$ cat config.mk
export PLATFORM = sky130hd
export DESIGN_NAME = hsv_to_rgb888_core
export DESIGN_NICKNAME = d
export VERILOG_FILES = /design/src/hsv2rgb_pkg.sv /design/src/hsv_to_rgb888_core.sv /design/src/hsv2rgb_sector.sv /design/src/hsv2rgb_chroma.sv /design/src/hsv2rgb_scale.sv
export SDC_FILE = /design/constraint.sdc
export NUM_CORES = 2
export LEC_CHECK = 0
export BUFFER_PORTS_ARGS = -buffer_cell sky130_fd_sc_hd__clkbuf_2
export CAP_MARGIN = 5
export CORE_ASPECT_RATIO = 1.5
export CORE_MARGIN = 4
export CORE_UTILIZATION = 25
export CTS_BUF_LIST = sky130_fd_sc_hd__clkbuf_8
export CTS_CLUSTER_DIAMETER = 80
export DETAILED_ROUTE_END_ITERATION = 8
export GPL_TIMING_DRIVEN = 0
export PLACE_DENSITY_LB_ADDON = 0.12
export SLEW_MARGIN = 20
export SYNTH_ARGS = -nofsm -noshare
export SYNTH_HDL_FRONTEND = slang
export SYNTH_SLANG_ARGS = --single-unit
$ cat constraint.sdc
create_clock -name clk -period 7.1 [get_ports clk]
set_input_delay 0.71 -clock clk [delete_from_list [all_inputs] [get_ports clk]]
set_output_delay 0.71 -clock clk [all_outputs]
set_load 0.02 [all_outputs]
$ cat src/hsv2rgb_pkg.sv
`default_nettype none

package hsv2rgb_pkg;

  // Field widths.
  localparam int unsigned HUE_W = 9;
  localparam int unsigned PCT_W = 7;
  localparam int unsigned CH_W  = 8;

  // Pipeline depth: sector, product, chroma, sum, scale, divide.
  localparam int unsigned STAGES = 6;

  // Internal widths.
  localparam int unsigned K_W     = 6;   // k runs 0..60
  localparam int unsigned HM_W    = 7;   // hue within a 120-degree pair, 0..119
  localparam int unsigned SV_W    = 14;  // S*V up to 10000
  localparam int unsigned NUM_W   = 20;  // numerators up to 600000
  localparam int unsigned Y_W     = 24;  // 17*numerator up to 10200000
  localparam int unsigned T_W     = 18;  // 17*numerator/64
  localparam int unsigned RECIP_W = 19;
  localparam int unsigned QP_W    = T_W + RECIP_W;

  // Constants.
  localparam logic [HUE_W-1:0] HUE_TURN   = 9'd360;
  localparam logic [HUE_W-1:0] SECTOR_DEG = 9'd60;
  localparam logic [HUE_W-1:0] PAIR_DEG   = 9'd120;
  localparam logic [PCT_W-1:0] PCT_MAX    = 7'd100;
  localparam logic [NUM_W-1:0] C_SCALE    = 20'd60;
  localparam logic [NUM_W-1:0] V_SCALE    = 20'd6000;

  // 255/600000 reduces to 17/40000 = 17 / (64 * 625).
  localparam logic [Y_W-1:0]     SCALE_MUL   = 24'd17;
  localparam int unsigned        SCALE_SHIFT = 6;
  // ceil(2^28 / 625); exact floor division by 625 for any 18-bit dividend.
  localparam logic [RECIP_W-1:0] RECIP       = 19'd429497;
  localparam int unsigned        RECIP_SHIFT = 28;

  // Hue sectors, 60 degrees each.
  typedef enum logic [2:0] {
    SEC_RY,
    SEC_YG,
    SEC_GC,
    SEC_CB,
    SEC_BM,
    SEC_MR
  } sector_t;

  // First-stage result handed to the chroma pipeline.
  typedef struct packed {
    sector_t          sector;
    logic [K_W-1:0]   k;
    logic [PCT_W-1:0] sat;
    logic [PCT_W-1:0] val;
  } s1_t;

endpackage

`default_nettype wire

$ cat src/hsv_to_rgb888_core.sv
`default_nettype none

// HSV to RGB888 converter. A transaction on the input channel carries a hue
// in whole degrees (360 and above wrap by one turn) and saturation and
// brightness in percent (values above 100 count as 100); the matching output
// transaction carries 8-bit red, green and blue, truncated from
// 255*(channel + m), and the same three packed as red in 23:16, green in
// 15:8, blue in 7:0. The arithmetic is exact fixed point, so results match
// the floor of the ideal conversion bit for bit. The block is a six-stage
// pipeline: hue sector and clamping, the S*V product, chroma and X, the
// per-channel sums, and two stages that divide by the common denominator
// through a reciprocal multiply. One transaction per cycle is sustained while
// out_ready stays high. Every stage carries its own valid bit and loads
// whenever it is empty or the stage after it moves, so a stalled output only
// holds the items that are stuck behind it and bubbles are squeezed out;
// in_ready therefore depends combinationally on out_ready through that valid
// chain. There is no configuration and no state beyond the pipeline itself.
module hsv_to_rgb888_core (
  input  wire logic                          clk,
  input  wire logic                          rst_n,
  input  wire logic                          in_valid,
  output logic                               in_ready,
  input  wire logic [hsv2rgb_pkg::HUE_W-1:0] in_hue,
  input  wire logic [hsv2rgb_pkg::PCT_W-1:0] in_saturation,
  input  wire logic [hsv2rgb_pkg::PCT_W-1:0] in_brightness,
  output logic                               out_valid,
  input  wire logic                          out_ready,
  output logic      [hsv2rgb_pkg::CH_W-1:0]  out_red,
  output logic      [hsv2rgb_pkg::CH_W-1:0]  out_green,
  output logic      [hsv2rgb_pkg::CH_W-1:0]  out_blue,
  output logic      [3*hsv2rgb_pkg::CH_W-1:0] out_packed_rgb
);
  import hsv2rgb_pkg::*;

  logic [STAGES-1:0] valid_r, valid_nxt;
  logic [STAGES-1:0] stg_en;
  s1_t               s1;
  logic [NUM_W-1:0]  num_red, num_green, num_blue;

  // A stage may load when it holds nothing or its successor is loading.
  always_comb begin
    stg_en[STAGES-1] = !valid_r[STAGES-1] || out_ready;
    for (int i = STAGES - 2; i >= 0; i--) begin
      stg_en[i] = !valid_r[i] || stg_en[i+1];
    end
  end

  // Valid bits move in step with the data registers of each stage.
  always_comb begin
    valid_nxt[0] = stg_en[0] ? in_valid : valid_r[0];
    for (int i = 1; i < STAGES; i++) begin
      valid_nxt[i] = stg_en[i] ? valid_r[i-1] : valid_r[i];
    end
  end

  always_ff @(posedge clk) begin
    if (!rst_n) begin
      valid_r <= '0;
    end else begin
      valid_r <= valid_nxt;
    end
  end

  assign in_ready  = stg_en[0];
  assign out_valid = valid_r[STAGES-1];

  // Stage 1: hue wrap, sector, k and percent clamping.
  hsv2rgb_sector u_sector (
    .clk  (clk),
    .en   (stg_en[0]),
    .hue  (in_hue),
    .sat  (in_saturation),
    .val  (in_brightness),
    .s1_r (s1)
  );

  // Stages 2 to 4: products, chroma and per-channel numerators.
  hsv2rgb_chroma u_chroma (
    .clk         (clk),
    .en          (stg_en[3:1]),
    .s1          (s1),
    .num_red_r   (num_red),
    .num_green_r (num_green),
    .num_blue_r  (num_blue)
  );

  // Stages 5 and 6: scaling by 255/600000, one unit per channel.
  hsv2rgb_scale u_scale_red (
    .clk    (clk),
    .en     (stg_en[5:4]),
    .num    (num_red),
    .chan_r (out_red)
  );

  hsv2rgb_scale u_scale_green (
    .clk    (clk),
    .en     (stg_en[5:4]),
    .num    (num_green),
    .chan_r (out_green)
  );

  hsv2rgb_scale u_scale_blue (
    .clk    (clk),
    .en     (stg_en[5:4]),
    .num    (num_blue),
    .chan_r (out_blue)
  );

  assign out_packed_rgb = {out_red, out_green, out_blue};

endmodule

`default_nettype wire

$ cat src/hsv2rgb_sector.sv
`default_nettype none

module hsv2rgb_sector (
  input  wire logic                          clk,
  input  wire logic                          en,
  input  wire logic [hsv2rgb_pkg::HUE_W-1:0] hue,
  input  wire logic [hsv2rgb_pkg::PCT_W-1:0] sat,
  input  wire logic [hsv2rgb_pkg::PCT_W-1:0] val,
  output hsv2rgb_pkg::s1_t                   s1_r
);
  import hsv2rgb_pkg::*;

  logic [HUE_W-1:0] hue_w;
  logic [HUE_W-1:0] base;
  logic [HUE_W-1:0] hm_full;
  logic [HM_W-1:0]  hm;
  s1_t              s1_nxt;

  always_comb begin
    hue_w = (hue >= HUE_TURN) ? hue - HUE_TURN : hue;

    priority if (hue_w < SECTOR_DEG) begin
      s1_nxt.sector = SEC_RY;
    end else if (hue_w < 9'(2 * SECTOR_DEG)) begin
      s1_nxt.sector = SEC_YG;
    end else if (hue_w < 9'(3 * SECTOR_DEG)) begin
      s1_nxt.sector = SEC_GC;
    end else if (hue_w < 9'(4 * SECTOR_DEG)) begin
      s1_nxt.sector = SEC_CB;
    end else if (hue_w < 9'(5 * SECTOR_DEG)) begin
      s1_nxt.sector = SEC_BM;
    end else begin
      s1_nxt.sector = SEC_MR;
    end

    unique case (s1_nxt.sector)
      SEC_RY, SEC_YG: base = '0;
      SEC_GC, SEC_CB: base = PAIR_DEG;
      default:        base = 9'(2 * PAIR_DEG);
    endcase

    hm_full = hue_w - base;
    hm      = hm_full[HM_W-1:0];

    // Distance from the nearest primary: rises 0..60 then falls back.
    if (hm >= HM_W'(SECTOR_DEG)) begin
      s1_nxt.k = K_W'(HM_W'(PAIR_DEG) - hm);
    end else begin
      s1_nxt.k = K_W'(hm);
    end

    s1_nxt.sat = (sat > PCT_MAX) ? PCT_MAX : sat;
    s1_nxt.val = (val > PCT_MAX) ? PCT_MAX : val;
  end

  always_ff @(posedge clk) begin
    if (en) begin
      s1_r <= s1_nxt;
    end
  end

endmodule

`default_nettype wire

$ cat src/hsv2rgb_chroma.sv
`default_nettype none

module hsv2rgb_chroma (
  input  wire logic                          clk,
  input  wire logic [2:0]                    en,
  input  wire hsv2rgb_pkg::s1_t              s1,
  output logic      [hsv2rgb_pkg::NUM_W-1:0] num_red_r,
  output logic      [hsv2rgb_pkg::NUM_W-1:0] num_green_r,
  output logic      [hsv2rgb_pkg::NUM_W-1:0] num_blue_r
);
  import hsv2rgb_pkg::*;

  // Stage 2: S*V and 6000*V.
  logic [SV_W-1:0]  sv_r, sv_nxt;
  logic [NUM_W-1:0] v6k2_r, v6k2_nxt;
  sector_t          sector2_r;
  logic [K_W-1:0]   k2_r;

  // Stage 3: chroma C and the intermediate X.
  logic [NUM_W-1:0] c_r, c_nxt;
  logic [NUM_W-1:0] x_r, x_nxt;
  logic [NUM_W-1:0] v6k3_r;
  sector_t          sector3_r;

  // Stage 4: per-channel numerators.
  logic [NUM_W-1:0] m;
  logic [NUM_W-1:0] part_red, part_green, part_blue;
  logic [NUM_W-1:0] num_red_nxt, num_green_nxt, num_blue_nxt;

  assign sv_nxt   = SV_W'(s1.sat) * SV_W'(s1.val);
  assign v6k2_nxt = NUM_W'(s1.val) * V_SCALE;
  assign c_nxt    = NUM_W'(sv_r) * C_SCALE;
  assign x_nxt    = NUM_W'(sv_r) * NUM_W'(k2_r);

  always_comb begin
    m = v6k3_r - c_r;
    unique case (sector3_r)
      SEC_RY: begin part_red = c_r; part_green = x_r; part_blue = '0;  end
      SEC_YG: begin part_red = x_r; part_green = c_r; part_blue = '0;  end
      SEC_GC: begin part_red = '0;  part_green = c_r; part_blue = x_r; end
      SEC_CB: begin part_red = '0;  part_green = x_r; part_blue = c_r; end
      SEC_BM: begin part_red = x_r; part_green = '0;  part_blue = c_r; end
      default: begin part_red = c_r; part_green = '0; part_blue = x_r; end
    endcase
    num_red_nxt   = part_red + m;
    num_green_nxt = part_green + m;
    num_blue_nxt  = part_blue + m;
  end

  always_ff @(posedge clk) begin
    if (en[0]) begin
      sv_r      <= sv_nxt;
      v6k2_r    <= v6k2_nxt;
      sector2_r <= s1.sector;
      k2_r      <= s1.k;
    end
    if (en[1]) begin
      c_r       <= c_nxt;
      x_r       <= x_nxt;
      v6k3_r    <= v6k2_r;
      sector3_r <= sector2_r;
    end
    if (en[2]) begin
      num_red_r   <= num_red_nxt;
      num_green_r <= num_green_nxt;
      num_blue_r  <= num_blue_nxt;
    end
  end

endmodule

`default_nettype wire

$ cat src/hsv2rgb_scale.sv
`default_nettype none

module hsv2rgb_scale (
  input  wire logic                          clk,
  input  wire logic [1:0]                    en,
  input  wire logic [hsv2rgb_pkg::NUM_W-1:0] num,
  output logic      [hsv2rgb_pkg::CH_W-1:0]  chan_r
);
  import hsv2rgb_pkg::*;

  logic [Y_W-1:0]  y;
  logic [T_W-1:0]  t_r, t_nxt;
  logic [QP_W-1:0] qp;
  logic [CH_W-1:0] chan_nxt;

  // floor(17*num/40000): the factor 64 of the divisor is a shift, the
  // remaining 625 a reciprocal multiply that is exact over the 18-bit range.
  assign y        = Y_W'(num) * SCALE_MUL;
  assign t_nxt    = y[Y_W-1:SCALE_SHIFT];
  assign qp       = QP_W'(t_r) * QP_W'(RECIP);
  assign chan_nxt = qp[RECIP_SHIFT +: CH_W];

  always_ff @(posedge clk) begin
    if (en[0]) begin
      t_r <= t_nxt;
    end
    if (en[1]) begin
      chan_r <= chan_nxt;
    end
  end

endmodule

`default_nettype wire

Word level (Yosys, flattened, before mapping) --
Cells that the tools add are included.
Storage, ports and cells: register bits after elaboration 263, latch bits 0, RAM bits 0, ROM bits 0, input bits 27, word-level logic and storage cells 93, memories 0
Operators by class: add/subtract/negate cells 7, multipliers 10, divide/modulo/power cells 0, $lt $le $gt $ge 9, equal/unequal tests 7, shifts and indexed selects 0, multiplexer cells 11, bitwise logic cells 0, reduce and logical (&&, ||, !) cells 22
Operator list (number):
- one-hot mux 20 bit (2 select lines) | 3
- multiplier 18 x 19 -> 36 bit (second input constant) | 3
- multiplier 20 x 5 -> 24 bit (second input constant) | 3
- adder 20 bit | 3
- multiplier 14 x 6 -> 20 bit | 1
- subtractor 20 bit | 1
- < comparator 9 x 8 -> 1 bit (second input constant) | 2
- multiplier 14 x 4 -> 18 bit (second input constant) | 1
- multiplier 7 x 9 -> 16 bit (second input constant) | 1
- OR reduction 2 bit | 8
- > comparator 7 bit (second input constant) | 2
- multiplier 7 x 7 -> 14 bit | 1
- one-hot mux 7 bit (2 select lines) | 1
- == test 3 x 2 -> 1 bit (second input constant) | 4
- two-way mux 3 bit | 4
- greater-or-equal comparator 9 bit (second input constant) | 1
- < comparator 9 x 6 -> 1 bit (second input constant) | 1
- < comparator 9 x 7 -> 1 bit (second input constant) | 1
- < comparator 9 bit (second input constant) | 1
- two-way mux 9 bit | 1
- subtractor 9 bit (second input constant) | 1
- greater-or-equal comparator 7 x 6 -> 1 bit (second input constant) | 1
- subtractor 7 bit | 1
- == test 3 x 1 -> 1 bit (second input constant) | 2
- 7 further kinds | 18

Depth between registers and ports, before layout --
depth after elaboration 14, gate-level depth with buffers 22, depth with buffers taken out 22

Cells and area by module --
From an unflattened synthesis, not the netlist that was laid out.
Unflattened totals: cell total of the unflattened synthesis 3799, area total of the unflattened synthesis 39510.4 µm²
By module, submodules not included:
- hsv2rgb_chroma | times used 1, cells an instance 1383, area each 14802.9 µm², seq. area each 4684.5 µm²
- hsv2rgb_scale (u_scale_blue) | times used 1, cells an instance 760, area each 7682.4 µm², seq. area each 780.7 µm²
- hsv2rgb_scale (u_scale_green) | times used 1, cells an instance 721, area each 7474.7 µm², seq. area each 780.7 µm²
- hsv2rgb_scale (u_scale_red) | times used 1, cells an instance 701, area each 7365.8 µm², seq. area each 780.7 µm²
- hsv2rgb_sector | times used 1, cells an instance 184, area each 1770.4 µm², seq. area each 690.7 µm²
- hsv_to_rgb888_core | times used 1, cells an instance 50, area each 414.1 µm², seq. area each 120.1 µm²

Least setup slack after synthesis --
Ideal clock, no wire load.
path type flip-flop to flip-flop, start point reg u_scale_green.t_r[16], end point reg u_scale_green.chan_r[6] (netlist name) (data pin), arrival time 5.726 ns, data required time 6.842 ns, slack 1.117 ns, cell stages (with the launch flop) 21, path buffers 0, period minus slack after synthesis 5.983 ns, cell sequence edfxtp_1 -> inv_1 -> ha_1 -> inv_1 -> fa_1 -> fa_1 -> fa_1 -> inv_1 -> fa_1 -> fa_1 -> inv_1 -> ha_1 -> and3_1 -> a221oi_1 -> o221ai_1 -> a21o_1 -> o41ai_1 -> o21ai_1 -> or2_1 -> a21oi_1 -> xnor2_1
On the way: longest elaborated chain between the ends 1
RTL lines:
- start: declaration | line hsv2rgb_scale.sv:12 | logic [T_W-1:0] t_r, t_nxt;
- start signal: assignment | line hsv2rgb_scale.sv:25 | t_r <= t_nxt;
- multiplier 18 x 19 -> 36 bit | line hsv2rgb_scale.sv:20 | assign qp = QP_W'(t_r) * QP_W'(RECIP);
- via u_scale_green.qp[34] | line hsv2rgb_scale.sv:13 | logic [QP_W-1:0] qp;
- end signal: assignment | line hsv2rgb_scale.sv:28 | chan_r <= chan_nxt;
- end: declaration | line hsv2rgb_scale.sv:7 | output logic [hsv2rgb_pkg::CH_W-1:0] chan_r
The timed path passes the listed nets, and every way through them passes these cells. A chain may end at the register's enable or synchronous reset.

Worst setup path in the final report --
start point reg u_scale_green.t_r[16], end point reg u_scale_green.chan_r[7] (netlist name) (data pin)
The elaborated chain is that of the path after synthesis.

==> impl_metrics.tcl <==
set metrics [dict create \
    outcome "finished clean" \
    fillCellCount 15879 \
    clockBufferDepth 3 \
    place_hpwl_mm 83.1 \
    multiInputGateArea_um2 27000 \
    first_pass_iters 4 \
    synth_largest_area_cell "fa_1" \
    design.core.area_um2 150000 \
    cp-start-kind "register" \
    gr-usage-all-layers_pct 12.3 \
    die_h_um 485 \
    synth_edf_count 257 \
    fin_nets 4980 \
    ys.flop_type "edfxtp_1" \
    cts_sinks 263 \
    yosys-top-cells-area "fa_1 (27%), ha_1 (23%), edfxtp_1 (20%)" \
    pin_count 77 \
    ys_seq_area_share_pct 20.7 \
    setup_viol 0 \
    drt_iter0_drc 736 \
    cap_violations 0 \
    routed_wl_mm 94.6 \
    arrival_ps 7060 \
    clk_latency_ps 710 \
    place_congestion 0.824 \
    rsz0062_at_grt "no" \
    grt_pass1_vias 27770 \
    yosysWarnings 0 \
    grt_max_degree 59 \
    crit_top_cell "fa_1" \
    cp-end-kind "register" \
    htreeDepth 2 \
    fin_crit_sh_pct 93.2 \
    drtAntennaViolNets 0 \
    seq_area_um2 7840 \
    path_cells "inv_1 > ha_1 > inv_1 > fa_1 > fa_1 > fa_1 > inv_1 > fa_1 > fa_1 > inv_1 > ha_1 > and3_1 > nand4_1 > a211o_1 > a41oi_1 > o41ai_2 > o21ai_1 > nor4_1 > nor3_1 > xnor2_1" \
    synth.top_cell.area_share_pct 26.6 \
    routedWlPerCell_um 16.3 \
    cts_hold_buf 0 \
    tns_ps 0 \
    cp_slowest_stage_delay_ps 550 \
    slowest_stage "edfxtp_1" \
    crit_type "reg -> reg" \
    path_clk_slew_ps 60 \
    drive_gt1_share_pct 5.74 \
    start_util_pct 25.2 \
    syn_nets 4845 \
    antenna_found_initial 2 \
    viasPerCell 4.24 \
    crit_fanout 6 \
    grt_pass1_wl_mm 153 \
    fmax_mhz 151 \
    post-route-min-period_ps 6620 \
    cts_tree "built" \
    async_flop_share_pct 0 \
    synth.distinct_cells 73 \
    worst_clock_skew_ps 36.8 \
    tightest_slew_ps 998 \
    areaGrowthSynthToFinish_pct 11.0 \
    die_area_um2 158000 \
    io_buffers 74 \
    overflow 0 \
    drv_slew 0 \
    synth_area_um2 37900 \
    hold_violations 0 \
    hp-class "in -> reg" \
    ys_ff_latch 263 \
    cts_buffers 54 \
    cts_root_buf "clkbuf_8" \
    required_ps 7540 \
    synth_area_per_cell_um2 10.5 \
    vias 24608 \
    slew_headroom_pct 33.0 \
    fp.dieW_um 326 \
    drc 0 \
    rows 174 \
    synthCells 3606 \
]
## what timing repair did
action                     4_1_cts  5_1_grt
buffers inserted                 0        0
setup endpoints to repair        0        2
resized for setup                0        1
## final timing paths
| check | endpoint | start | depth (start not counted) | slack (ps) |
|---|---|---|---|---|
| worst max register to register | u_scale_green.chan_r[7]$_DFFE_PP_ | u_scale_green.t_r[16]$_DFFE_PP_ | 20 | 480 |
| worst min register to register | u_chroma.sector3_r[2]$_DFFE_PP_ | u_chroma.sector2_r[2]$_DFFE_PP_ | 0 | 420 |
| worst max-delay path | u_scale_green.chan_r[7]$_DFFE_PP_ | u_scale_green.t_r[16]$_DFFE_PP_ | 20 | 480 |
| worst min-delay path | u_sector.s1_r[14]$_DFFE_PP_ | in_hue[0] | 1 | 260 |
## per-stage QoR
| step | worst slack (ps) | hold WS, ps | area [um2] | utilization (%) | cells |
|---|---|---|---|---|---|
| 3_3_place_gp | 84.3 | 401 | 40900 | 27.2 | 5704 |
| 5_1_grt | 37.2 | 188 | 42100 | 28.0 | 5807 |
| 2_1_floorplan | 1120 | 400 | 37900 | - | 3606 |
| 4_1_cts | 109 | 149 | 42100 | 28.0 | 5806 |
| 3_5_place_dp | 134 | 405 | 41000 | 27.3 | 5709 |
| 6_report | 482 | 263 | 42100 | 28.0 | 5807 |
## synthesized netlist by cell type, types with 5 or more instances
cell type and count:
nand3_1 48, nor2b_1 25, dfxtp_1 6, xnor2_1 153
o211ai_1 10, clkbuf_1 24, o2111ai_1 6, o21a_1 24
o21ai_0 73, nor3_1 54, a22o_1 34, nand2_1 186
fa_1 505, a31o_2 5, a21o_1 39, nor2_1 148
a21boi_0 5, o41ai_1 7, o21bai_1 20, inv_1 769
nand4_1 12, nand2b_1 16, edfxtp_1 257, a21oi_1 135
or2_2 12, a211oi_1 17, a31oi_1 16, and3_1 22
o31ai_1 12, or3_1 16, buf_4 26, nor4_1 7
a2111oi_0 5, o21ai_1 8, xor2_1 45, ha_1 707
and2_1 79, o22ai_1 6
## registers in the layout, indices dropped and copies added, names as in the netlist, 8 cells and up
name,flops
u_scale_blue.t_r,18
u_chroma.v6k2_r,16
u_chroma.num_blue_r,20
u_chroma.x_r,20
u_sector.s1_r,23
u_chroma.num_red_r,20
u_chroma.sv_r,14
u_scale_green.t_r,18
u_scale_blue.chan_r,8
u_chroma.num_green_r,20
u_scale_red.chan_r,8
u_scale_red.t_r,18
u_chroma.v6k3_r,16
u_chroma.c_r,18
u_scale_green.chan_r,8
## layout by cell type, fill, tap and decap left out, types with 47 or more instances in the layout
cell type,instances
xnor2_1,153
nor2_1,148
fa_1,505
clkbuf_8,54
nand3_1,47
edfxtp_1,257
inv_1,775
o21ai_0,73
nor3_1,54
and2_1,79
nand2_1,184
a21oi_1,135
clkbuf_2,74
ha_1,707
## cell type report
cell class,count,area share (%)
Multi-Input combinational cell,2523,64.0
Sequential cell,263,18.6
Inverter,769,6.87
Tap cell,2024,6.01
Clock buffer,54,1.76
Timing Repair Buffer,79,1.17
Clock inverter,43,0.882
Buffer,51,0.686
Antenna cell,1,0.00594
## worst max-delay path: cells and delay by family, from the launching register on
family / cells / cell delay, ps
adder cells (fa/ha/maj): 7 / 3290
AO/OA/AOI/OAI: 4 / 1400
AND/OR/NAND/NOR: 4 / 760
flip-flops: 1 / 550
buffers and inverters: 4 / 290
XOR/XNOR: 1 / 90
## metal layers
metal  wire [um]  global-route usage (%)  vias to the layer above
met2       53400                    24.8                      254
met5          13                       0                        -
met4        3400                    4.12                        2
li1            -                       -                    12176
met3        1870                    1.28                      140
met1       35800                    13.1                    12036
## kinds of logic (layout without fill, tap and decap cells)
| family | after synthesis | in the layout | share of synthesized area [%] |
|---|---|---|---|
| adders and majority gates | 1212 | 1212 | 50.0 |
| muxes | 4 | 4 | 0.115 |
| and+or+nand+nor | 645 | 645 | 8.20 |
| buffers and inverters | 820 | 996 | 8.37 |
| other | 0 | 1 | 0 |
| DFF | 263 | 263 | 20.7 |
| xor gates and xnor gates | 201 | 201 | 4.70 |
| AOI/OAI and AO/OA | 461 | 461 | 8.01 |
Power is not shown: default switching activity piles up to over one toggle a cycle in this logic, so the estimate is an artifact.
